File: src/design/gdp_pkg.sv
// ----------------------------------------------------------------------------
// gdp_pkg
// Shared types, formats and constants of the Gaussian posterior classifier.
// ----------------------------------------------------------------------------
package gdp_pkg;

  localparam int NUM_FEATURES_DEF = 16;
  localparam int NUM_CLASSES_DEF  = 8;

  localparam int DATA_W     = 16;   // table words and features
  localparam int D_W        = 17;   // feature minus mean, Q9.8
  localparam int A_W        = 31;   // series accumulator, Q1.30
  localparam int L_W        = 32;   // likelihood, Q1.31
  localparam int W_W        = 48;   // likelihood times prior
  localparam int Q_W        = 17;   // quotient bits of a posterior
  localparam int QSUM_W     = 64;   // quadratic form accumulator
  localparam int QS_W       = 52;   // quadratic form in Q.16
  localparam int Z_W        = 23;   // scaled exponent, Q.16
  localparam int CMD_AW     = 12;   // widest table address
  localparam int IDX_CMP_W  = 7;    // holds any index and NUM_FEATURES
  localparam int FIFO_DEPTH = 2;
  localparam int CFG_IDX_W  = 2;
  localparam int CFG_DATA_W = 5;
  localparam int EXP_STEPS  = 4;

  localparam logic [4:0] FEAT_CFG_RESET = 5'd16;
  localparam logic [3:0] CLS_CFG_RESET  = 4'd2;

  localparam logic [15:0]     LOG2E_HALF_Q16 = 16'd47274;
  localparam logic [QS_W-1:0] QS_LIMIT       = QS_W'(64 << 16);
  localparam logic [A_W-1:0]  ONE_Q30        = 31'd1073741824;
  localparam logic [A_W-1:0]  C1_Q30         = 31'd744261118;
  localparam logic [A_W-1:0]  C2_Q30         = 31'd257941247;
  localparam logic [A_W-1:0]  C3_Q30         = 31'd59597094;
  localparam logic [A_W-1:0]  C4_Q30         = 31'd10327387;

  typedef enum logic [1:0] {
    ACT_MEAN   = 2'd0,
    ACT_PREC   = 2'd1,
    ACT_PRIOR  = 2'd2,
    ACT_SAMPLE = 2'd3
  } act_e;

  typedef enum logic [CFG_IDX_W-1:0] {
    CFG_FEATURES = 2'd0,
    CFG_CLASSES  = 2'd1
  } cfg_idx_e;

  typedef struct packed {
    act_e              act;
    logic [CMD_AW-1:0] addr;
    logic [DATA_W-1:0] data;
    logic              last;
  } cmd_t;

  // horner coefficients after the leading c4 term
  function automatic logic [A_W-1:0] exp_coef(input logic [1:0] step);
    logic [A_W-1:0] c;
    unique case (step)
      2'd0: c = C3_Q30;
      2'd1: c = C2_Q30;
      2'd2: c = C1_Q30;
      2'd3: c = ONE_Q30;
      default: c = ONE_Q30;
    endcase
    return c;
  endfunction

endpackage

File: src/design/gdp_fifo.sv
// ----------------------------------------------------------------------------
// gdp_fifo
// Short command queue between the front end and the back end.
// ----------------------------------------------------------------------------
module gdp_fifo import gdp_pkg::*; #(
  parameter int DEPTH = FIFO_DEPTH
) (
  input  logic clk_i,
  input  logic rst_ni,
  input  logic push_i,
  input  cmd_t cmd_i,
  output logic full_o,
  input  logic pop_i,
  output cmd_t cmd_o,
  output logic empty_o
);

  localparam int AW = $clog2(DEPTH);

  cmd_t        entry_q [DEPTH];
  logic [AW-1:0] wptr_q, wptr_d, rptr_q, rptr_d;
  logic [AW:0]   cnt_q, cnt_d;
  logic          do_push, do_pop;

  assign full_o  = (cnt_q == (AW + 1)'(DEPTH));
  assign empty_o = (cnt_q == '0);
  assign cmd_o   = entry_q[rptr_q];
  assign do_push = push_i && !full_o;
  assign do_pop  = pop_i && !empty_o;

  always_comb begin
    wptr_d = do_push ? ((wptr_q == AW'(DEPTH - 1)) ? '0 : wptr_q + AW'(1)) : wptr_q;
    rptr_d = do_pop  ? ((rptr_q == AW'(DEPTH - 1)) ? '0 : rptr_q + AW'(1)) : rptr_q;
    cnt_d  = cnt_q + (AW + 1)'(do_push) - (AW + 1)'(do_pop);
  end

  always_ff @(posedge clk_i) begin
    if (do_push) begin
      entry_q[wptr_q] <= cmd_i;
    end
  end

  always_ff @(posedge clk_i or negedge rst_ni) begin
    if (!rst_ni) begin
      wptr_q <= '0;
      rptr_q <= '0;
      cnt_q  <= '0;
    end else begin
      wptr_q <= wptr_d;
      rptr_q <= rptr_d;
      cnt_q  <= cnt_d;
    end
  end

endmodule

File: config.mk
export PLATFORM = sky130hd
export DESIGN_NAME = gdp_fifo
export DESIGN_NICKNAME = d
export VERILOG_FILES = /design/src/design/gdp_pkg.sv /design/src/design/gdp_fifo.sv
export SDC_FILE = /design/constraint.sdc
export NUM_CORES = 1
export LEC_CHECK = 0
export ABC_CLOCK_PERIOD_IN_PS = 4700
export BUFFER_PORTS_ARGS = -buffer_cell sky130_fd_sc_hd__buf_2
export CORE_MARGIN = 10
export CORE_UTILIZATION = 55
export DETAILED_ROUTE_END_ITERATION = 12
export GPL_TIMING_DRIVEN = 0
export PLACE_DENSITY = 0.92
export SLEW_MARGIN = 25
export SYNTH_ARGS = -nofsm -noshare
export SYNTH_HDL_FRONTEND = slang
export SYNTH_SLANG_ARGS = --single-unit
File: constraint.sdc
create_clock -name clk_i -period 4.7 [get_ports clk_i]
set_input_delay 0 -clock clk_i [delete_from_list [all_inputs] [get_ports clk_i]]
set_output_delay 0 -clock clk_i [all_outputs]
set_load 0.05 [all_outputs]
# == After elaboration in Yosys (flattened, before gate mapping) ==
# Memories as Yosys holds them, arrays and structs flattened.
# Index checks and enable logic that the tools add are counted.
# word_totals
register_bits,4
ramBits,62
input_bits,35
out_inout_bits,33
elab_cells,18
mem_count,1
# op_classes
add_sub_neg,4
n_eq_ne,1
n_mux,4
n_reduce_logical,5
# memory_table
memory,depth,width,rd,rd_ports_with_merged_regs,write_ports,line_no,rtl
entry_q,2,31,1,0,1,gdp_fifo.sv:20,cmd_t entry_q [DEPTH];
# op_table
operator,count
two-way mux 1 bit,4
"adder 1 bit, second input constant",2
adder 2 x 1 -> 2 bit,1
"== test 2 bit, second input constant",1
logical AND 1 bit,2
logical NOT 1 bit,2
logical NOT 2 bit,1
subtractor 2 x 1 -> 2 bit,1

# == Depth between registers and ports, before layout ==
# Gate-level depths: netlist of the first run.
# depth
depth_word,5
ltp_mapped,7
ltp_nobuf,7

# == Least setup slack after synthesis of the first run ==
# No wires, ideal clock.
# synth_path
path_kind,reg2reg
from,register cnt_q[1]
to,memory entry_q[0][0] in the netlist's numbering (enable)
arrival_ps,1909
required_ps,4281
setup_slack_ps,2372
path_stages_with_launch,4
path_buffers,0
period_less_slack_ps,2328
path_cell_list,dfrtp_1 nand2b_1 nand2_1 nor2_1
# synth_between
elab_chain_cells,5
# synth_rtl
item,line_no,rtl
from (decl),gdp_fifo.sv:22,"logic [AW:0] cnt_q, cnt_d;"
from (signal assigned),gdp_fifo.sv:51,cnt_q <= cnt_d;
== test 2 bit,gdp_fifo.sv:25,assign full_o = (cnt_q == (AW + 1)'(DEPTH));
logical NOT 1 bit,gdp_fifo.sv:28,assign do_push = push_i && !full_o;
logical AND 1 bit,gdp_fifo.sv:28,
two-way mux 1 bit,gdp_fifo.sv:38,if (do_push) begin
two-way mux 1 bit (implied by the code),gdp_fifo.sv:39,entry_q[wptr_q] <= cmd_i;
to (decl),gdp_fifo.sv:20,
# Every way passes these cells.

# == Final worst setup path of the first run ==
# layout_path
from,register cnt_q[1]
to,register cnt_q[1]
# layout_between
elab_chain_cells,5
elab_cells_between_ends,8
# layout_rtl
item,line_no,rtl
== test 2 bit,gdp_fifo.sv:25,
logical NOT 1 bit,gdp_fifo.sv:28,
logical AND 1 bit,gdp_fifo.sv:28,
adder 2 x 1 -> 2 bit,gdp_fifo.sv:34,cnt_d = cnt_q + (AW + 1)'(do_push) - (AW + 1)'(do_pop);
subtractor 2 x 1 -> 2 bit (*),gdp_fifo.sv:34,
named net cnt_d[1],gdp_fifo.sv:22,
# The timed path passes the listed nets; every way through them passes the cells marked *.
# A chain may end at the register's enable or synchronous reset.

==> metrics.log, run 1 <==
[metrics] pwr dens: 694 mW/mm^2
[metrics] number of top-level design ports: 68
[metrics] net count after synthesis: 152
[metrics] type of the worst min-delay path: in2reg
[metrics] share of the synthesized area in the top cell type: 71.8%
[metrics] maximum ir drop on the vdd rail: 433 uV
[metrics] number of antenna repair diodes: 0
[metrics] highest attainable clock frequency: 604 MHz
[metrics] Antenna Violating Nets Remaining: 0
[metrics] result of the run: finished, final reports clean
[metrics] CTS clock-pin slew for the worst setup and hold paths: 70 ps
[metrics] overflow left after global routing: 0
[metrics] per-cell routed wire length: 18.6 um
[metrics] Site Rows: 24
[metrics] count of H-tree levels built during CTS: 3
[metrics] via-per-instance ratio: 4.98
[metrics] Critical Path Start Type: flip-flop
[metrics] worst path arrival time: 1890 ps
[metrics] share of layout cells above drive strength 1: 50.4%
[metrics] Mapped Cells: 115
[metrics] overall die area: 0.00786 mm^2
[metrics] Initial Util: 58.3%
[metrics] number of register bits inferred by synthesis: 66
[metrics] internal power contribution: 1.46 mW
[metrics] headroom to the max-slew limit: 51.1%
[metrics] CP Class: reg2reg
[metrics] area grow syn2layout: 36.5%
[metrics] largest cells by area after synthesis: edfxtp_1 72%, mux2_4 17%, dfrtp_1 3.9%
[metrics] largest net degree at the start of global routing: 32
[metrics] total length of routed wires: 5280 um
[metrics] Final Total Pwr: 2.45 mW
[metrics] Post-Route Skew: 10.1 ps
[metrics] TritonCTS Buffers: 9
[metrics] area taken by flip-flops and latches: 0.00196 mm^2
[metrics] Setup TNS Final: 0 ps
[metrics] Final Slew Violations: 0
[metrics] source-to-sink clock delay at the later pin of the worst-skew pair: 330 ps
[metrics] number of clock sinks seen by CTS: 66
[metrics] clock root buffer master: clkbuf_8
[metrics] cell type contributing the most total cell area after synthesis: edfxtp_1
[metrics] number of setup buffers added after CTS: 0
[metrics] number of port buffers: 67
[metrics] total core area: 0.00444 mm^2
[metrics] Synthesis Warnings: 0
[metrics] RSZ-0062 raised after global routing: no
[metrics] width of the chip: 88.6 um
[metrics] height of the die: 88.6 um
[metrics] power share of the sequential group: 34.8%
[metrics] initial antenna violation count: 0
[metrics] DRC viols: 0
[metrics] final RePlAce weighted congestion: 0.732
[metrics] combined area of all synthesized cells: 0.00259 mm^2
[metrics] post-synthesis sequential area ratio: 75.7%
[metrics] Bufs on Longest Clock Path: 2
[metrics] Vias: 1414
[metrics] kind of end point of the critical path: flip-flop
[metrics] Tcrit/Tclk final: 35.2%
[metrics] net switching power: 0.990 mW
[metrics] final worst path period need: 1660 ps
[metrics] combinational power share: 47.4%
[metrics] Switching Fraction: 40.3%
[metrics] dpl hpwl: 3370 um
[metrics] final number of setup-violating endpoints: 0
[metrics] wire length of the first global-routing pass: 8170 um
[metrics] fill cell count: 251
[metrics] Final Hold Fails: 0
[metrics] required time of the worst setup path: 4940 ps
[metrics] number of different library cells in the post-synthesis netlist: 15
[metrics] nets: 264
[metrics] count of max-cap constraint violations: 0
[metrics] Leakage Power: 1.46 nW
[metrics] DRT iter0 DRCs: 113
[metrics] total routing resource utilization after global routing: 14.0%
[metrics] critical path peak fanout: 3
[metrics] number of global-route vias before repair: 1627
[metrics] Least-Margin Pin Slew: 733 ps
[metrics] Clk pwr share: 17.7%
[metrics] TritonCTS clock tree: built
[metrics] combined area of the multi-input logic cells: 559 um^2
[metrics] post-synthesis area per instance: 22.5 um^2
[metrics] first-pass iteration count of the detailed router: 4
-- power by group through the flow --
| stage | combinational [mW] | sequential [mW] | clock (mW) |
|---|---|---|---|
| 3_5_place_dp | 1.15 | 0.867 | 0 |
| 4_1_cts | 1.17 | 0.855 | 0.443 |
| 5_1_grt | 1.22 | 0.867 | 0.471 |
| 6_report | 1.16 | 0.855 | 0.435 |
| 3_3_place_gp | 1.10 | 0.859 | 0 |
| 2_1_floorplan | 0.927 | 0.852 | 0 |
-- cell families after synthesis --
| kind of cell | after synthesis | share of synthesized area, % |
|---|---|---|
| xor gates and xnor gates | 4 | 1.35 |
| adders and majority gates | 2 | 0.966 |
| buffers and inverters | 6 | 3.04 |
| DFF | 66 | 75.7 |
| muxes | 31 | 17.7 |
| and+or+nand+nor | 6 | 1.26 |
-- per-stage QoR --
stage	utilization (%)	worst slack [ps]	std cells	hold slack, ps	area, um^2
after floorplan	-	2370	115	-296	2590
after global placement	67.3	1870	234	-195	2990
after detailed placement	68.1	3060	235	-186	3030
after CTS	79.6	3050	284	34.6	3540
after global routing	79.6	2940	284	77.0	3540
final	79.6	3040	284	48.6	3540
-- final cells by class --
cell class	instances	area share [%]
Buffer	4	2.02
Clock buffer	12	3.82
Clock inverter	4	1.20
Inverter	2	0.212
Multi-Input combinational cell	43	15.8
Sequential cell	66	55.5
Tap cell	52	1.84
Timing Repair Buffer	101	19.6
-- cell usage after synthesis (all sizes together) --
library cell,instances
edfxtp,62
and3,1
ha,2
mux2,31
buf,4
xnor2,3
nor2,2
nand2b,1
nand2,1
dfrtp,4
xor2,1
nor2b,1
inv,2
-- per-layer routing --
layer  up-vias  track usage (%)  routed length, um
met5         -                0                  0
met4         0             6.31                100
met3        10             7.08                485
met2        61             23.4               2700
met1       676             14.3               1990
li1        667                -                  -
-- critical path, stage by stage (launching register included) --
cell and delay [ps]:
dfrtp_1 420, nand2b_1 140, nand2_1 150, ha_1 320
inv_1 50, ha_1 180, xnor2_1 170, xnor2_1 150
-- cells in the final DEF, fill, tap and decap left out, types with 3 or more instances in the layout --
cell	count
buf_12	3
edfxtp_1	62
xnor2_1	3
clkbuf_8	9
mux2_4	29
dfrtp_1	4
clkbuf_1	3
dlygate4sd3_1	33
buf_2	67
-- path summary, 6_finish.rpt --
| check | depth (start not counted) | slack (ps) | to | start |
|---|---|---|---|---|
| worst max-delay path | 7 | 3040 | cnt_q[1]$_DFF_PN0_ | cnt_q[1]$_DFF_PN0_ |
| worst min-delay path | 3 | 50 | rptr_q$_DFFE_PN0P_ | pop_i |
| worst max register to register | 7 | 3040 | cnt_q[1]$_DFF_PN0_ | cnt_q[1]$_DFF_PN0_ |
| worst min register to register | 1 | 540 | cnt_q[0]$_DFF_PN0_ | cnt_q[0]$_DFF_PN0_ |
| max in group asynchronous | 3 | 3940 | cnt_q[1]$_DFF_PN0_ | rst_ni |
| min in group asynchronous | 3 | 580 | rptr_q$_DFFE_PN0P_ | rst_ni |
-- flip-flops by register name, indices dropped and copies added (netlist names) --
| name | flops |
|---|---|
| wptr_q | 1 |
| entry_q | 62 |
| rptr_q | 1 |
| cnt_q | 2 |
-- repair_timing --
action	CTS	global route
hold buffers	33	0
resized for setup	0	0
hold endpoints to repair	66	0
(Power assumes the default switching activity.)
==> run 2: changes to the inputs <==
--- a/config.mk
+++ b/config.mk
@@ -5,13 +5,14 @@
 export SDC_FILE = /design/constraint.sdc
 export NUM_CORES = 1
 export LEC_CHECK = 0
-export ABC_CLOCK_PERIOD_IN_PS = 4700
+export ABC_AREA = 1
+export ABC_CLOCK_PERIOD_IN_PS = 1440
 export BUFFER_PORTS_ARGS = -buffer_cell sky130_fd_sc_hd__buf_2
 export CORE_MARGIN = 10
-export CORE_UTILIZATION = 55
+export CORE_UTILIZATION = 47
 export DETAILED_ROUTE_END_ITERATION = 12
 export GPL_TIMING_DRIVEN = 0
-export PLACE_DENSITY = 0.92
+export PLACE_DENSITY = 0.84
 export SLEW_MARGIN = 25
 export SYNTH_ARGS = -nofsm -noshare
 export SYNTH_HDL_FRONTEND = slang
==> constraint.sdc (replaced) <==
create_clock -name clk_i -period 1.44 [get_ports clk_i]
set_input_delay 0 -clock clk_i [delete_from_list [all_inputs] [get_ports clk_i]]
set_output_delay 0 -clock clk_i [all_outputs]
set_load 0.05 [all_outputs]
==> run 2 against run 1 <==
Compared with the run above:
- highest routed layer unchanged
- die area up 12%
- largest cell class unchanged
- hold slack better by 350 ps
- flip-flop and latch count unchanged
- fmax up 19%
- critical endpoint unchanged
- clock skew down 4.6 ps
- register-to-register slack worse by 3000 ps
==> metrics.log, run 2 <==
[metrics] Tcrit/Tclk final: 96.9% (+62 points)
[metrics] nets: 362 (+37%)
[metrics] fill cell count: 318 (+27%)
[metrics] number of different library cells in the post-synthesis netlist: 12 (-3)
[metrics] share of flip-flops with an asynchronous set or reset after synthesis: 6.06% (unchanged)
[metrics] Setup TNS Final: 0 ps (unchanged)
[metrics] share of the synthesized area in the top cell type: 72.4% (+0.52 points)
[metrics] highest attainable clock frequency: 717 MHz (+19%)
[metrics] final design area excluding fillers: 0.00390 mm^2 (+10%)
[metrics] final RePlAce weighted congestion: 0.689 (-5.8%)
[metrics] total core area: 0.00520 mm^2 (+17%)
[metrics] Critical Path Start Type: flip-flop
[metrics] Leakage Power: 1.73 nW (+18%)
[metrics] final worst path period need: 1400 ps (-260 ps)
[metrics] met2 routed WL: 3190 um (+18%)
[metrics] Post-Route Skew: 5.55 ps (-4.58 ps)
[metrics] Synthesis Warnings: 0 (unchanged)
[metrics] Site Rows: 26 (+8.3%)
[metrics] TritonCTS Buffers: 9 (unchanged)
[metrics] overflow left after global routing: 0 (unchanged)
[metrics] launch point of the critical path: cnt_q[1]$_DFF_PN0_
[metrics] top flip-flop cell by instance count after synthesis: edfxtp_1
[metrics] TritonCTS clock tree: built
[metrics] required time of the worst setup path: 1660 ps (-3280 ps)
[metrics] DP Area: 0.00301 mm^2 (-0.70%)
[metrics] count of H-tree levels built during CTS: 3 (unchanged)
[metrics] register with the highest flop count: entry_q
[metrics] combined area of all synthesized cells: 0.00257 mm^2 (-0.72%)
[metrics] headroom to the max-slew limit: 83.3% (+32 points)
[metrics] height of the die: 94.0 um (+6.0%)
[metrics] clock root buffer master: clkbuf_8
[metrics] first-pass iteration count of the detailed router: 4 (unchanged)
[metrics] result of the run: finished, final reports clean
[metrics] most common library cell in the layout ignoring fill and taps: nand2_1
[metrics] Final Total Pwr: 9.26 mW (+280%)
[metrics] RSZ-0062 raised after global routing: yes
[metrics] total length of routed wires: 6110 um (+16%)
[metrics] most common cell in the netlist: nand2_1
[metrics] Largest regs: entry_q x62, cnt_q x2
[metrics] Mapped Cells: 196 (+70%)
[metrics] wire length of the first global-routing pass: 9490 um (+16%)
[metrics] overall die area: 0.00883 mm^2 (+12%)
[metrics] final number of setup-violating endpoints: 0 (unchanged)
[metrics] worst setup path endpoint: cnt_q[1]$_DFF_PN0_
[metrics] Vias: 1829 (+29%)
[metrics] number of cell instances on the worst register-to-register path: 9 (+2)
[metrics] area taken by flip-flops and latches: 0.00196 mm^2 (unchanged)
[metrics] combined area of the multi-input logic cells: 505 um^2 (-9.6%)
[metrics] number of port buffers: 67 (unchanged)
[metrics] number of register bits inferred by synthesis: 66 (unchanged)
[metrics] Bufs on Longest Clock Path: 2 (unchanged)
[metrics] pwr dens: 2370 mW/mm^2 (+240%)
[metrics] worst path arrival time: 1610 ps (-280 ps)
[metrics] start point of the worst hold path: cmd_i[0]
[metrics] total routing resource utilization after global routing: 14.2% (+0.21 points)
[metrics] metal3 WL: 447 um (-7.8%)
[metrics] Least-Margin Pin Slew: 253 ps (-480 ps)
[metrics] per-cell routed wire length: 15.3 um (-18%)
[metrics] critical path peak fanout: 3 (unchanged)
[metrics] endpoint of the worst-slack reg-to-reg timing path: cnt_q[1]$_DFF_PN0_
[metrics] initial antenna violation count: 0 (unchanged)
[metrics] number of antenna repair diodes: 0 (unchanged)
[metrics] via-per-instance ratio: 4.57 (-8.2%)
[metrics] highest metal layer with signal wires: met4
[metrics] Final Slew Violations: 0 (unchanged)
[metrics] DRT iter0 DRCs: 75 (-34%)
[metrics] flip-flop count of the largest register, all copies and words added: 62 (unchanged)
[metrics] area grow syn2layout: 51.6%
[metrics] post-synthesis sequential area ratio: 76.3% (+0.55 points)
[metrics] Final Hold Fails: 0 (unchanged)
[metrics] largest net degree at the start of global routing: 14 (-56%)
[metrics] CP Class: reg2reg
[metrics] r2r setup slk: 40 ps (-3000 ps)
[metrics] number of clock sinks seen by CTS: 66 (unchanged)
[metrics] largest cells by area after synthesis: edfxtp_1 72%, nand2_1 14%, dfrtp_1 3.9%
[metrics] dpl hpwl: 3330 um (-0.96%)
[metrics] Worst R2R Start: cnt_q[1]$_DFF_PN0_
[metrics] most frequent cells in the layout: 92 x nand2_1, 62 x edfxtp_1, 37 x buf_2
[metrics] worst hold slack across all endpoints: 395 ps (+346 ps)
[metrics] count of max-cap constraint violations: 0 (unchanged)
[metrics] CTS clock-pin slew for the worst setup and hold paths: 70 ps (about the same)
[metrics] source-to-sink clock delay at the later pin of the worst-skew pair: 330 ps (about the same)
[metrics] share of layout cells above drive strength 1: 38.2% (-12 points)
[metrics] width of the chip: 94.0 um (+6.0%)
[metrics] top cell types by occurrence after synthesis: 96 x nand2_1, 62 x edfxtp_1, 10 x inv_1, 10 x nand2_2, 4 x dfrtp_1
[metrics] kind of end point of the critical path: flip-flop
[metrics] number of top-level design ports: 68 (unchanged)
[metrics] Post-synth EDFFs: 62 (unchanged)
[metrics] Initial Util: 49.4% (-8.9 points)
[metrics] net count after synthesis: 233 (+53%)
[metrics] maximum ir drop on the vdd rail: 1480 uV (+240%)
[metrics] post-synthesis area per instance: 13.1 um^2 (-42%)
[metrics] Metal-1 WL: 2410 um (+21%)
[metrics] cell type contributing the most total cell area after synthesis: edfxtp_1
[metrics] Antenna Violating Nets Remaining: 0 (unchanged)
[metrics] DRC viols: 0 (unchanged)
[metrics] type of the worst min-delay path: in2reg
[metrics] number of global-route vias before repair: 1946 (+20%)
-- run 2: worst max-delay path: stages (launching register included) --
cell     delay, ps
dfrtp_1        420
inv_2           80
nand2_2         60
nand2_1         70
inv_1           40
ha_1           260
inv_1           40
ha_1           180
nand3_1         80
nand2_1         60
-- run 2: worst min-delay path by stage --
| stage | endpoint | slack, ps | cells past startpoint |
|---|---|---|---|
| floorplan | cnt_q[0]$_DFF_PN0_ | -300 | 0 |
| global placement | cnt_q[1]$_DFF_PN0_ | -190 | 1 |
| detailed placement | cnt_q[1]$_DFF_PN0_ | -190 | 1 |
| CTS | wptr_q$_DFFE_PN0P_ | 10 | 4 |
| global route | entry_q[1][12]$_DFFE_PP_ | 390 | 2 |
| finish | entry_q[0][0]$_DFFE_PP_ | 390 | 2 |
-- run 2: final cells by class --
class                   instances  share of cell area [%]
clock buffers                  10                    3.27
clock inverters                 6                    2.34
repair inverters                1                   0.193
plain buffers                   7                    2.63
repair buffers                116                    24.6
well taps                      70                    2.25
inverters                      11                    1.48
flip-flops and latches         66                    50.3
multi-input cells             113                    13.0
-- run 2: routing by layer --
layer	track usage (%)	vias up
li1	-	905
met1	15.0	854
met2	24.5	62
met3	5.76	8
met4	5.57	0
met5	0	-
-- run 2: where the power goes --
part / total (mW) / internal [mW] / switching [mW]
Combinational: 4.84 / 1.64 / 3.21
Sequential: 2.76 / 2.62 / 0.140
Clock: 1.65 / 0.981 / 0.669
Total: 9.26 / 5.24 / 4.01
-- run 2: logic make-up (layout without fill, tap and decap cells) --
kind of cell	Yosys count	count (layout)	share of synthesized area, %
flip-flops	66	66	76.3
adder cells (fa/ha/maj)	2	2	0.973
AND/OR/NAND/NOR	110	111	17.2
buffers and inverters	18	151	5.59
-- run 2: what timing repair did --
| item | in CTS | in global routing |
|---|---|---|
| endpoints found under the setup margin | 82 | 30 |
| gates resized for setup | 27 | 40 |
| buffers inserted | 10 | 3 |
| cloned | 2 | 1 |
| hold buffers | 34 | 1 |
| pin swaps | 2 | 1 |
| hold endpoints to repair | 67 | 1 |
-- run 2: stage by stage --
stage	setup WS, ps	util, %	std cells
detailed placement	-322	57.8	333
floorplan	-18.7	-	196
global route	-41.5	74.9	400
global placement	-286	57.8	333
finish	44.6	74.9	400
CTS	3.30	72.0	395
