**src/design/gdp_pkg.sv**
```systemverilog
// ----------------------------------------------------------------------------
// gdp_pkg
// Shared types, formats and constants of the Gaussian posterior classifier.
// ----------------------------------------------------------------------------
package gdp_pkg;

  localparam int NUM_FEATURES_DEF = 16;
  localparam int NUM_CLASSES_DEF  = 8;

  localparam int DATA_W     = 16;   // table words and features
  localparam int D_W        = 17;   // feature minus mean, Q9.8
  localparam int A_W        = 31;   // series accumulator, Q1.30
  localparam int L_W        = 32;   // likelihood, Q1.31
  localparam int W_W        = 48;   // likelihood times prior
  localparam int Q_W        = 17;   // quotient bits of a posterior
  localparam int QSUM_W     = 64;   // quadratic form accumulator
  localparam int QS_W       = 52;   // quadratic form in Q.16
  localparam int Z_W        = 23;   // scaled exponent, Q.16
  localparam int CMD_AW     = 12;   // widest table address
  localparam int IDX_CMP_W  = 7;    // holds any index and NUM_FEATURES
  localparam int FIFO_DEPTH = 2;
  localparam int CFG_IDX_W  = 2;
  localparam int CFG_DATA_W = 5;
  localparam int EXP_STEPS  = 4;

  localparam logic [4:0] FEAT_CFG_RESET = 5'd16;
  localparam logic [3:0] CLS_CFG_RESET  = 4'd2;

  localparam logic [15:0]     LOG2E_HALF_Q16 = 16'd47274;
  localparam logic [QS_W-1:0] QS_LIMIT       = QS_W'(64 << 16);
  localparam logic [A_W-1:0]  ONE_Q30        = 31'd1073741824;
  localparam logic [A_W-1:0]  C1_Q30         = 31'd744261118;
  localparam logic [A_W-1:0]  C2_Q30         = 31'd257941247;
  localparam logic [A_W-1:0]  C3_Q30         = 31'd59597094;
  localparam logic [A_W-1:0]  C4_Q30         = 31'd10327387;

  typedef enum logic [1:0] {
    ACT_MEAN   = 2'd0,
    ACT_PREC   = 2'd1,
    ACT_PRIOR  = 2'd2,
    ACT_SAMPLE = 2'd3
  } act_e;

  typedef enum logic [CFG_IDX_W-1:0] {
    CFG_FEATURES = 2'd0,
    CFG_CLASSES  = 2'd1
  } cfg_idx_e;

  typedef struct packed {
    act_e              act;
    logic [CMD_AW-1:0] addr;
    logic [DATA_W-1:0] data;
    logic              last;
  } cmd_t;

  // horner coefficients after the leading c4 term
  function automatic logic [A_W-1:0] exp_coef(input logic [1:0] step);
    logic [A_W-1:0] c;
    unique case (step)
      2'd0: c = C3_Q30;
      2'd1: c = C2_Q30;
      2'd2: c = C1_Q30;
      2'd3: c = ONE_Q30;
      default: c = ONE_Q30;
    endcase
    return c;
  endfunction

endpackage

```
**src/design/gdp_front.sv**
```systemverilog
// ----------------------------------------------------------------------------
// gdp_front
// Accepts input items, drops out-of-range loads, resolves table addresses
// and the feature slot of each sample, and queues commands for the back end.
// ----------------------------------------------------------------------------
module gdp_front import gdp_pkg::*; #(
  parameter int NUM_FEATURES = NUM_FEATURES_DEF,
  parameter int NUM_CLASSES  = NUM_CLASSES_DEF,
  parameter int FW = (NUM_FEATURES > 1) ? $clog2(NUM_FEATURES) : 1,
  parameter int CW = $clog2(NUM_CLASSES)
) (
  input  logic                     clk_i,
  input  logic                     rst_ni,
  input  logic [FW-1:0]            nf_m1_i,
  input  logic                     in_valid_i,
  output logic                     in_ready_o,
  input  logic [1:0]               action_i,
  input  logic [5:0]               row_index_i,
  input  logic [5:0]               col_index_i,
  input  logic signed [DATA_W-1:0] data_value_i,
  input  logic                     full_i,
  output logic                     push_o,
  output cmd_t                     cmd_o
);

  localparam int MA_W = $clog2(NUM_FEATURES * NUM_CLASSES);
  localparam int PA_W = (NUM_FEATURES > 1) ? $clog2(NUM_FEATURES * NUM_FEATURES) : 1;

  logic [FW-1:0] count_q, count_d;
  logic [FW-1:0] slot;
  logic          slot_last;
  logic          accept, keep;
  logic          row_f, col_f, row_c, col_c;
  logic [MA_W-1:0] mean_addr;
  logic [PA_W-1:0] prec_addr;
  act_e          act;

  assign act        = act_e'(action_i);
  assign in_ready_o = !full_i;
  assign accept     = in_valid_i && !full_i;

  assign row_f = {1'b0, row_index_i} < IDX_CMP_W'(NUM_FEATURES);
  assign col_f = {1'b0, col_index_i} < IDX_CMP_W'(NUM_FEATURES);
  assign row_c = {1'b0, row_index_i} < IDX_CMP_W'(NUM_CLASSES);
  assign col_c = {1'b0, col_index_i} < IDX_CMP_W'(NUM_CLASSES);

  assign mean_addr = MA_W'(col_index_i[CW-1:0]) * MA_W'(NUM_FEATURES)
                   + MA_W'(row_index_i[FW-1:0]);
  assign prec_addr = PA_W'(row_index_i[FW-1:0]) * PA_W'(NUM_FEATURES)
                   + PA_W'(col_index_i[FW-1:0]);

  // a count left beyond the vector length after reconfiguration lands in the last slot
  assign slot      = (count_q > nf_m1_i) ? nf_m1_i : count_q;
  assign slot_last = (slot == nf_m1_i);

  always_comb begin
    cmd_o.act  = act;
    cmd_o.data = data_value_i;
    cmd_o.last = slot_last;
    unique case (act)
      ACT_MEAN: begin
        keep       = row_f && col_c;
        cmd_o.addr = CMD_AW'(mean_addr);
      end
      ACT_PREC: begin
        keep       = row_f && col_f;
        cmd_o.addr = CMD_AW'(prec_addr);
      end
      ACT_PRIOR: begin
        keep       = row_c;
        cmd_o.addr = CMD_AW'(row_index_i[CW-1:0]);
      end
      ACT_SAMPLE: begin
        keep       = 1'b1;
        cmd_o.addr = CMD_AW'(slot);
      end
      default: begin
        keep       = 1'b0;
        cmd_o.addr = '0;
      end
    endcase
  end

  assign push_o = accept && keep;

  always_comb begin
    count_d = count_q;
    if (accept && act == ACT_SAMPLE) begin
      count_d = slot_last ? '0 : slot + FW'(1);
    end
  end

  always_ff @(posedge clk_i or negedge rst_ni) begin
    if (!rst_ni) begin
      count_q <= '0;
    end else begin
      count_q <= count_d;
    end
  end

endmodule

```
**config.mk**
```make
export PLATFORM = sky130hd
export DESIGN_NAME = gdp_front
export DESIGN_NICKNAME = d
export VERILOG_FILES = /design/src/design/gdp_pkg.sv /design/src/design/gdp_front.sv
export SDC_FILE = /design/constraint.sdc
export NUM_CORES = 1
export LEC_CHECK = 0
export BUFFER_PORTS_ARGS = -buffer_cell sky130_fd_sc_hd__buf_4
export CORE_MARGIN = 1.5
export CORE_UTILIZATION = 33
export CTS_BUF_LIST = sky130_fd_sc_hd__clkbuf_8 sky130_fd_sc_hd__clkbuf_16
export DETAILED_ROUTE_END_ITERATION = 8
export MAX_ROUTING_LAYER = met4
export PLACE_DENSITY = 0.75
export SYNTH_ARGS = -nofsm -noshare
export SYNTH_HDL_FRONTEND = slang
export SYNTH_SLANG_ARGS = --single-unit
```
**constraint.sdc**
```tcl
create_clock -name clk_i -period 1.6 [get_ports clk_i]
set_input_delay 0 -clock clk_i [delete_from_list [all_inputs] [get_ports clk_i]]
set_output_delay 0 -clock clk_i [all_outputs]
set_load 0.01 [all_outputs]
```
## Yosys cells after proc, flatten, opt, wreduce, memory -nomap -nowiden

Cells that the tools add are included.

- Add/sub/neg operators: 3
- Magnitude comparators: 5
- Equal/unequal tests: 4
- Multiplexer cells: 4
- Reductions and logical operators: 7

Operator list:

| kind | number |
|---|---|
| 12-bit case mux with 4 select lines | 1 |
| 6-bit by 4-bit less-than comparator with 1-bit output (second input constant) | 2 |
| 6-bit by 5-bit less-than comparator with 1-bit output (second input constant) | 2 |
| 8-bit by 4-bit adder with 8-bit output | 1 |
| 4-bit 2-to-1 mux | 2 |
| 7-bit by 4-bit adder with 7-bit output | 1 |
| 1-bit logical AND | 5 |
| 4-bit by 1-bit adder with 4-bit output (second input constant) | 1 |
| 2-bit == test (second input constant) | 2 |
| 4-bit == test | 1 |
| 4-bit > comparator | 1 |
| 1-bit case mux with 4 select lines | 1 |
| 2-bit by 1-bit == test with 1-bit output (second input constant) | 1 |
| 2-bit zero test | 1 |
| 1-bit zero test | 1 |

- Register bits: 4
- Bits of input ports: 38
- Word-level logic and storage cells: 24

## Depth between registers and ports, before layout

Gate-level depths: netlist (run 1).

- Word-level depth: 4
- Mapped depth: 9

## Worst setup path after synthesis (run 1)

Ideal clock, no wire load.

- Path type: reg2reg
- Start point: register count_q[0]
- End point: register count_q[2]
- Arrival: 1,636 ps
- Required time: 1,474 ps
- Setup slack: -162 ps
- Stages on the path, launching flop included: 8
- Period minus slack after synthesis: 1,762 ps
- Path through: dfrtp_1 > buf_4 > inv_1 > ha_1 > and4_1 > a21oi_4 > nor2b_1 > a221o_1

- Word-level cells in the longest chain between the ends: 4
- Elaborated cells on any way between the ends: 5
- Those cells by class: add/sub (1); order compare (1); eq/ne (1); mux (2)

RTL lines:

| element | line | text |
|---|---|---|
| start, declared | gdp_front.sv:29 | `logic [FW-1:0] count_q, count_d;` |
| start signal, assigned | gdp_front.sv:97 | `count_q <= count_d;` |
| 4-bit > comparator | gdp_front.sv:53 | `assign slot = (count_q > nf_m1_i) ? nf_m1_i : count_q;` |
| 4-bit 2-to-1 mux (*) | gdp_front.sv:53 |  |
| 4-bit by 1-bit adder with 4-bit output / 4-bit == test (equally long branches) | gdp_front.sv:89, gdp_front.sv:54 |  |
| 4-bit 2-to-1 mux (*) | gdp_front.sv:89 | `count_d = slot_last ? '0 : slot + FW'(1);` |

Every way passes the cells marked *; elsewhere a longest branch is shown, timed or not.
A chain may end at the register's enable or synchronous reset.

==> results of run 1 <==
kinds of logic after synthesis:
group                      count (synthesis)
buffers and inverters                     34
AOI/OAI and AO/OA                         19
muxes                                      7
other                                      1
DFF                                        4
and+or+nand+nor                           30
xor gates and xnor gates                   4
adders and majority gates                  4
path summary, 6_finish.rpt:
| kind | slack (ps) | to | startpoint | cells past startpoint |
|---|---|---|---|---|
| min | 0.004 | cmd_o[11] | data_value_i[10] | 0 |
| max in group asynchronous | 1370 | count_q[3]$_DFFE_PN0P_ | rst_ni | 2 |
| min in group asynchronous | 120 | count_q[0]$_DFFE_PN0P_ | rst_ni | 2 |
| min reg2reg | 590 | count_q[0]$_DFFE_PN0P_ | count_q[0]$_DFFE_PN0P_ | 2 |
| max reg2reg | -270 | count_q[2]$_DFFE_PN0P_ | count_q[2]$_DFFE_PN0P_ | 8 |
| max | -330 | cmd_o[18] | count_q[2]$_DFFE_PN0P_ | 7 |
timing repair:
action | 4_1_cts | 5_1_grt
hold buffers | 1 | 0
hold endpoints to repair | 4 | 0
buffers inserted | 8 | 1
resized for setup | 13 | 8
endpoints found under the setup margin | 9 | 9
pin swaps | 10 | 5
synth_stat cells (all sizes together):
library cell | n | share of area (%)
clkbuf | 1 | 0.48
a21o | 1 | 0.96
nor2 | 8 | 3.8
a31oi | 3 | 2.4
o211ai | 1 | 1.6
o21ai | 2 | 1.3
nand2b | 5 | 4.0
nand3 | 4 | 2.6
mux2i | 7 | 8.9
xnor2 | 4 | 4.5
or3b | 1 | 1.1
conb | 1 | 0.48
and4 | 2 | 2.2
nand4 | 2 | 2.4
or4b | 1 | 1.3
a221o | 2 | 2.6
buf | 26 | 24
dfrtp | 4 | 13
o22ai | 4 | 3.2
ha | 4 | 6.4
inv | 7 | 3.3
a21oi | 6 | 5.3
nor3 | 2 | 1.3
nor2b | 2 | 1.6
nand2 | 3 | 1.4
worst reg2reg max path, cell delays in order (launching register included):
cell and delay (ps):
dfrtp_1 390, ha_1 340, and4_1 230, a21oi_4 190
buf_6 150, buf_6 100, buf_6 90, nor2_2 30
a221o_1 250
layout make-up:
cell class / count / area share (%)
Multi-Input combinational cell: 68 / 47.1
Timing Repair Buffer: 50 / 35.5
Tap cell: 28 / 3.02
Clock buffer: 3 / 3.56
Sequential cell: 4 / 8.62
Inverter: 7 / 2.26
layer usage:
metal  up-vias  wire length, microns  global-route usage [%]
li1        391                     -                       -
met1       366                   873                    19.0
met2        15                  1120                    33.1
met3        10                    97                    4.02
met4         0                    36                    8.77
met5         -                     0                       -
through the flow:
| stage | cell area, sq um | worst slack [ps] | utilization (%) | cells | power [mW] |
|---|---|---|---|---|---|
| after floorplan | 815 | -95.0 | - | 106 | 0.880 |
| after global routing | 1160 | -420 | 52.0 | 160 | 1.93 |
| after global placement | 963 | -90.2 | 43.1 | 148 | 1.10 |
| after CTS | 1110 | -329 | 49.9 | 159 | 1.66 |
| final | 1160 | -327 | 52.0 | 160 | 1.80 |
| after detailed placement | 963 | -165 | 43.1 | 148 | 1.14 |
power by group:
part | internal [mW] | switching [mW] | total [mW]
combinational | 0.788 | 0.608 | 1.40
clock | 0.160 | 0.0463 | 0.206
sequential | 0.151 | 0.0443 | 0.195
==> key figures, run 1 <==
Finish
  • Largest register FFs: 4
  • Most flop-heavy register: count_q
  • Synth-to-layout area growth: 48.0%
  • Most common cell after layout, fill and taps aside: buf_4
  • NumNets Final: 176
  • Area of the multi-input gates: 547 sq um
  • ANT cells: 0
  • Share of cells above drive strength 1: 50.8%
  • Register Area: 100 sq um
  • Filler Cells Inserted: 214
  • Top flop regs: count_q: 4 flops
  • Most frequent cells in the layout: 40 x buf_4, 9 x buf_6, 7 x mux2i_1

STA
  • Final Setup Violations: 9
  • Final hold viol count: 0
  • Fmax: 519 MHz
  • Final period utilization: 120%
  • Slew Viols, Final: 0
  • Unrepaired setup endpoints after global routing: true
  • TNS Setup: -2350 ps
  • Final hold slack: 0.00392 ps
  • Final setup margin: -327 ps
  • Worst clock skew: 0.984 ps
  • Min Clock Period, post-route: 1930 ps

Critical path
  • Crit-path slowest cell: dfrtp_1
  • Crit path kind: flop to primary output
  • CP Launch Type: flop
  • WP data arrival: 1930 ps
  • CP peak stage delay: 390 ps
  • Buf/Inv on CP: 2
  • Critical path required time: 1600 ps
  • CP top delay family: flip-flops
  • CP endpoint kind: primary output
  • CP Max Fanout: 4
  • Worst path cell trace: ha_1 -> and4_1 -> a21oi_4 -> buf_4 -> mux2i_1 -> a31oi_1 -> buf_4
  • Most used cell, CP: buf_4

GRT
  • All-Layer GR Usage: 18.4%
  • First-pass GRT wire length: 3.57 mm
  • GRT overflow: 0
  • Initial antenna violation count: 0
  • Pin count of the biggest net entering global routing: 17
  • Vias in the first global route: 829

Floorplan
  • I/O pins: 71
  • Full die area: 2680 sq um
  • Die Wd: 51.8 microns
  • Core area: 2230 sq um
  • Die Height: 51.8 microns
  • Row count: 17
  • Initial Utilization: 35.1%

Synth
  • Cells after synthesis: 103
  • Synth Register Bits: 4
  • Syn avg cell area: 7.62 sq um
  • Synth Area in XOR/XNOR: 4.47%
  • Main combinational cell family by area after synthesis: buffers and inverters
  • Yosys warns: 0
  • Sequential fraction of the synthesis area: 12.8%
  • Synth Area in Adders: 6.38%
  • Post-synthesis mux area share: 8.93%
  • Number of distinct library cells after synthesis: 28
  • Synthesized area: 785 sq um
  • Compound-cell area share of the yosys netlist: 17.2%
  • Simple-gate portion of the synthesized area: 21.7%

Routing
  • DR iter-0 viols: 8
  • Routed len/inst: 13.3 microns
  • WL final: 2.12 mm
  • Via count: 782
  • # DRC: 0
  • Vias per cell: 4.89
  • Antenna viol nets, final: 0
  • DR pass1 iterations: 4

Clocking
  • CTS Buf Count: 3
  • Root buffer cell: clkbuf_8
  • H-tree depth: 1
  • Clock latency on the worst-skew pair: 210 ps
  • CTS tree: yes
  • Clk sink count: 4
  • Max Root-Sink Buffers: 2
  • Worst-path clk slew: 30 ps

Run status
  • Outcome: finished with violations
  • Failing checks: setup timing

Hold path
  • Hold Path Class: input pin to primary output

Place
  • Count of buffers from port buffering: 34
  • HPWL Detailed: 1.52 mm
  • Global placement routability congestion: 0.799

Run
  • Max Cap Viol: 0

Power and ir drop
  • LEAKAGE: 0.580 nW
  • Max VDD drop: 0.868 mV
  • Power density over the cells: 1550 nW/um^2
(Power assumes the default switching activity.)
==> run 2, diff against run 1 <==
--- a/config.mk
+++ b/config.mk
@@ -12,6 +12,7 @@
 export DETAILED_ROUTE_END_ITERATION = 8
 export MAX_ROUTING_LAYER = met4
 export PLACE_DENSITY = 0.75
+export SKIP_LAST_GASP = 1
 export SYNTH_ARGS = -nofsm -noshare
 export SYNTH_HDL_FRONTEND = slang
 export SYNTH_SLANG_ARGS = --single-unit
==> key figures, run 2 (synthesis gave the netlist of run 1 again) <==
Run status
  • Outcome: finished with violations
  • Failing checks: setup timing

Floorplan
  • I/O pins: 71
  • Core area: 2230 sq um
  • Initial Utilization: 35.1%
  • Die Wd: 51.8 microns
  • Full die area: 2680 sq um
  • Die Height: 51.8 microns
  • Row count: 17

Clocking
  • H-tree depth: 1
  • Max Root-Sink Buffers: 2
  • Clock latency on the worst-skew pair: 210 ps
  • CTS Buf Count: 3
  • Root buffer cell: clkbuf_8
  • CTS tree: yes
  • Clk sink count: 4
  • Worst-path clk slew: 30 ps

Critical path
  • WP data arrival: 1950 ps
  • CP Max Fanout: 4
  • CP peak stage delay: 380 ps
  • CP Launch Type: flop
  • Crit-path slowest cell: dfrtp_1
  • Crit path kind: flop to primary output
  • Critical path required time: 1600 ps
  • Worst path cell trace: ha_1 -> and4_1 -> a21oi_4 -> buf_6 -> mux2i_1 -> a31oi_1 -> buf_4
  • CP top delay family: flip-flops
  • Buf/Inv on CP: 2
  • CP endpoint kind: primary output

Finish
  • Top flop regs: count_q: 4 flops
  • Most common cell after layout, fill and taps aside: buf_4
  • Most flop-heavy register: count_q
  • Synth-to-layout area growth: 45.6%
  • Area of the multi-input gates: 539 sq um
  • NumNets Final: 175
  • ANT cells: 0
  • Most frequent cells in the layout: 40 x buf_4, 8 x buf_6, 7 x mux2i_1
  • Share of cells above drive strength 1: 49.6%
  • Register Area: 100 sq um
  • Filler Cells Inserted: 222
  • Largest register FFs: 4

Place
  • Global placement routability congestion: 0.799
  • HPWL Detailed: 1.52 mm
  • Count of buffers from port buffering: 34
  • Pre-CTS setup slack: -165 ps

Power and ir drop
  • Power density over the cells: 1540 nW/um^2
  • Sw Share: 39.4%
  • Sequential power share: 11.0%
  • Logic pwr share: 77.2%
  • Net load switching power: 0.694 mW
  • Power Internal: 1.07 mW
  • Clock Power Share: 11.7%
  • Max VDD drop: 0.836 mV
  • LEAKAGE: 0.568 nW

Routing
  • Vias per cell: 4.96
  • WL final: 2.14 mm
  • DR pass1 iterations: 4
  • DR iter-0 viols: 11
  • Via count: 789
  • # DRC: 0
  • Routed len/inst: 13.4 microns
  • Antenna viol nets, final: 0

STA
  • Unrepaired setup endpoints after global routing: true
  • Final Setup Violations: 9
  • Slew Viols, Final: 0
  • Worst clock skew: 1.05 ps
  • Final hold viol count: 0
  • Final period utilization: 122%
  • Fmax: 514 MHz
  • Final setup margin: -347 ps
  • Min Clock Period, post-route: 1950 ps
  • Final hold slack: 0.00392 ps
  • TNS Setup: -2310 ps

GRT
  • First-pass GRT wire length: 3.59 mm
  • GRT overflow: 0
  • Pin count of the biggest net entering global routing: 17
  • Initial antenna violation count: 0
  • Vias in the first global route: 836
  • All-Layer GR Usage: 18.5%

Run
  • Max Cap Viol: 0

Hold path
  • Hold Path Class: input pin to primary output
## run 2: cell count changes in the layout (fill, tap and decap cells not counted), sizes merged
cell / delta
buf: -1
## run 2: layout make-up
| class | instances | area share, % |
|---|---|---|
| Clock buffer | 3 | 3.61 |
| Inverter | 7 | 2.30 |
| Multi-Input combinational cell | 68 | 47.2 |
| Sequential cell | 4 | 8.76 |
| Tap cell | 28 | 3.07 |
| Timing Repair Buffer | 49 | 35.0 |
## run 2: through the flow
| stage | std cells | area (sq um) | total power [mW] | util (%) |
|---|---|---|---|---|
| after floorplan | 106 | 815 | 0.880 | - |
| after global placement | 148 | 963 | 1.10 | 43.1 |
| after detailed placement | 148 | 963 | 1.14 | 43.1 |
| after CTS | 159 | 1090 | 1.60 | 49.0 |
| after global routing | 159 | 1140 | 1.89 | 51.1 |
| final | 159 | 1140 | 1.76 | 51.1 |
## run 2: final timing paths
check | to | slack [ps] | startpoint | depth (start not counted)
max in group asynchronous | count_q[3]$_DFFE_PN0P_ | 1380 | rst_ni | 2
min in group asynchronous | count_q[0]$_DFFE_PN0P_ | 120 | rst_ni | 2
min | cmd_o[11] | 0.004 | data_value_i[10] | 0
max | cmd_o[17] | -350 | count_q[2]$_DFFE_PN0P_ | 7
min reg2reg | count_q[0]$_DFFE_PN0P_ | 590 | count_q[0]$_DFFE_PN0P_ | 2
max reg2reg | count_q[2]$_DFFE_PN0P_ | -270 | count_q[2]$_DFFE_PN0P_ | 8
## run 2: power groups by stage
stage / registers (mW) / logic, mW / clock network (mW)
final: 0.194 / 1.36 / 0.207
after global routing: 0.201 / 1.47 / 0.223
after CTS: 0.188 / 1.20 / 0.209
after detailed placement: 0.188 / 0.954 / 0
after global placement: 0.183 / 0.917 / 0
after floorplan: 0.197 / 0.683 / 0
## run 2: timing repair
action | in CTS | in global routing
gates cloned | 0 | 0
hold endpoints to repair | 4 | 0
hold buffers | 1 | 0
pin swaps | 10 | 5
gates resized for setup | 8 | 12
setup buffers | 8 | 1
setup endpoints to repair | 9 | 9
## run 2: metal layers
metal / part of all wire (%) / wire length [microns] / GRT usage [%]
met4: 1.7 / 36 / 8.77
met5: 0 / 0 / -
met2: 54 / 1160 / 33.8
met1: 39 / 832 / 18.8
met3: 4.9 / 104 / 4.02
==> run 3, diff against run 2 <==
--- a/config.mk
+++ b/config.mk
@@ -16,3 +16,4 @@
 export SYNTH_ARGS = -nofsm -noshare
 export SYNTH_HDL_FRONTEND = slang
 export SYNTH_SLANG_ARGS = --single-unit
+export TNS_END_PERCENT = 30
==> key figures, run 3 (synthesis gave the netlist of run 1 again) <==
Clocking
  • CTS Buf Count: 3
  • Max Root-Sink Buffers: 2
  • Root buffer cell: clkbuf_8
  • Worst-path clk slew: 30 ps
  • Clk sink count: 4
  • H-tree depth: 1
  • CTS tree: yes
  • Clock latency on the worst-skew pair: 210 ps

Place
  • Count of buffers from port buffering: 34
  • HPWL Detailed: 1.63 mm
  • Pre-CTS setup slack: -193 ps
  • Global placement routability congestion: 0.802
  • Post-DP Area: 947 sq um

Power and ir drop
  • Sw Share: 41.0%
  • Clock Power Share: 13.7%
  • Power density over the cells: 1400 nW/um^2
  • Power Internal: 0.892 mW
  • Max VDD drop: 0.844 mV
  • Sequential power share: 13.0%
  • LEAKAGE: 0.523 nW
  • Logic pwr share: 73.3%
  • Net load switching power: 0.620 mW

GRT
  • All-Layer GR Usage: 17.5%
  • Vias in the first global route: 787
  • First-pass GRT wire length: 3.43 mm
  • Pin count of the biggest net entering global routing: 17
  • Initial antenna violation count: 0
  • GRT overflow: 0

Finish
  • Most common cell after layout, fill and taps aside: buf_4
  • Fin area: 1080 sq um
  • Share of cells above drive strength 1: 44.9%
  • Filler Cells Inserted: 235
  • Synth-to-layout area growth: 37.6%
  • Top flop regs: count_q: 4 flops
  • Most flop-heavy register: count_q
  • Area of the multi-input gates: 544 sq um
  • Most frequent cells in the layout: 43 x buf_4, 8 x nor2_1, 7 x inv_1, 7 x mux2i_1, 5 x nand2b_1
  • NumNets Final: 171
  • Largest register FFs: 4
  • ANT cells: 0
  • Register Area: 100 sq um

Routing
  • Antenna viol nets, final: 0
  • WL final: 2.14 mm
  • # DRC: 0
  • DR pass1 iterations: 3
  • DR iter-0 viols: 6
  • Via count: 778
  • Routed len/inst: 13.8 microns
  • Vias per cell: 5.02

Run
  • Max Cap Viol: 0

Critical path
  • CP Max Fanout: 5
  • Crit path kind: flop to primary output
  • WP data arrival: 1880 ps
  • CP Launch Type: flop
  • CP endpoint kind: primary output
  • Worst r2r src: count_q[1]$_DFFE_PN0P_
  • Critical path required time: 1600 ps
  • Crit path from: count_q[1]$_DFFE_PN0P_

Floorplan
  • Die Height: 51.8 microns
  • Full die area: 2680 sq um
  • I/O pins: 71
  • Row count: 17
  • Core area: 2230 sq um
  • Die Wd: 51.8 microns
  • Initial Utilization: 35.1%

STA
  • Unrepaired setup endpoints after global routing: true
  • Final Setup Violations: 9
  • Fmax: 532 MHz
  • Final period utilization: 118%
  • Final setup margin: -281 ps
  • Slew Viols, Final: 0
  • Final hold viol count: 0
  • Min Clock Period, post-route: 1880 ps
  • Worst clock skew: 0.682 ps

Run status
  • Failing checks: setup timing
  • Outcome: finished with violations

Hold path
  • Hold Path Class: input pin to primary output
  • Hold_sp: data_value_i[12]
==> run 3: power by group through the flow <==
stage	combinational [mW]	clock, mW	sequential (mW)
final	1.11	0.207	0.197
after floorplan	0.661	0	0.192
after detailed placement	0.936	0	0.180
after global placement	0.896	0	0.175
after CTS	1.02	0.211	0.185
after global routing	1.22	0.223	0.200
==> run 3: final timing paths <==
check	endpoint	slack, ps	depth (start not counted)
max	cmd_o[18]	-280	7
max in group asynchronous	count_q[0]$_DFFE_PN0P_	1370	2
min reg2reg	count_q[0]$_DFFE_PN0P_	610	2
max reg2reg	count_q[2]$_DFFE_PN0P_	-220	7
min	cmd_o[13]	0.004	0
min in group asynchronous	count_q[2]$_DFFE_PN0P_	130	2
==> run 3: layer usage <==
metal / part of all wire, % / vias to the layer above / routed length [microns] / GRT usage [%]
li1: - / 385 / - / -
met1: 39 / 375 / 838 / 17.6
met2: 56 / 16 / 1200 / 33.3
met3: 4.4 / 2 / 93 / 4.02
met4: 0.19 / 0 / 4 / 5.70
met5: 0 / - / 0 / -
==> run 3: stage by stage <==
| step | power [mW] | hold slack (ps) | utilization, % | instances | TNS, ps |
|---|---|---|---|---|---|
| 6_report | 1.51 | 0.00445 | 48.3 | 155 | -1970 |
| 3_5_place_dp | 1.12 | -202 | 42.4 | 148 | -1140 |
| 3_3_place_gp | 1.07 | -202 | 42.4 | 148 | -506 |
| 2_1_floorplan | 0.854 | -296 | - | 106 | -254 |
| 5_1_grt | 1.64 | 0.0164 | 48.3 | 155 | -2730 |
| 4_1_cts | 1.42 | 0.0686 | 46.3 | 154 | -2140 |
==> run 3: critical path: stages (launching register included) <==
cell and delay [ps]:
dfrtp_1 400, ha_4 280, nor2b_4 130, o211ai_2 110, a21oi_4 250, mux2i_1 230, a31oi_1 100, buf_4 150
==> run 3: area by class of cell <==
cell class | count | share of cell area, %
clock buffer | 3 | 3.82
inverter | 7 | 2.43
multi-input combinational | 69 | 50.4
sequential | 4 | 9.27
tap | 28 | 3.24
timing repair buffer | 44 | 30.8
==> run 3: what timing repair did <==
item                                   4_1_cts  5_1_grt
hold buffers                                 1        0
cloned                                       1        0
buffers inserted                             1        1
pin swaps                                    2        3
endpoints found under the hold margin        4        0
resized for setup                            3        5
setup endpoints to repair                    9        9
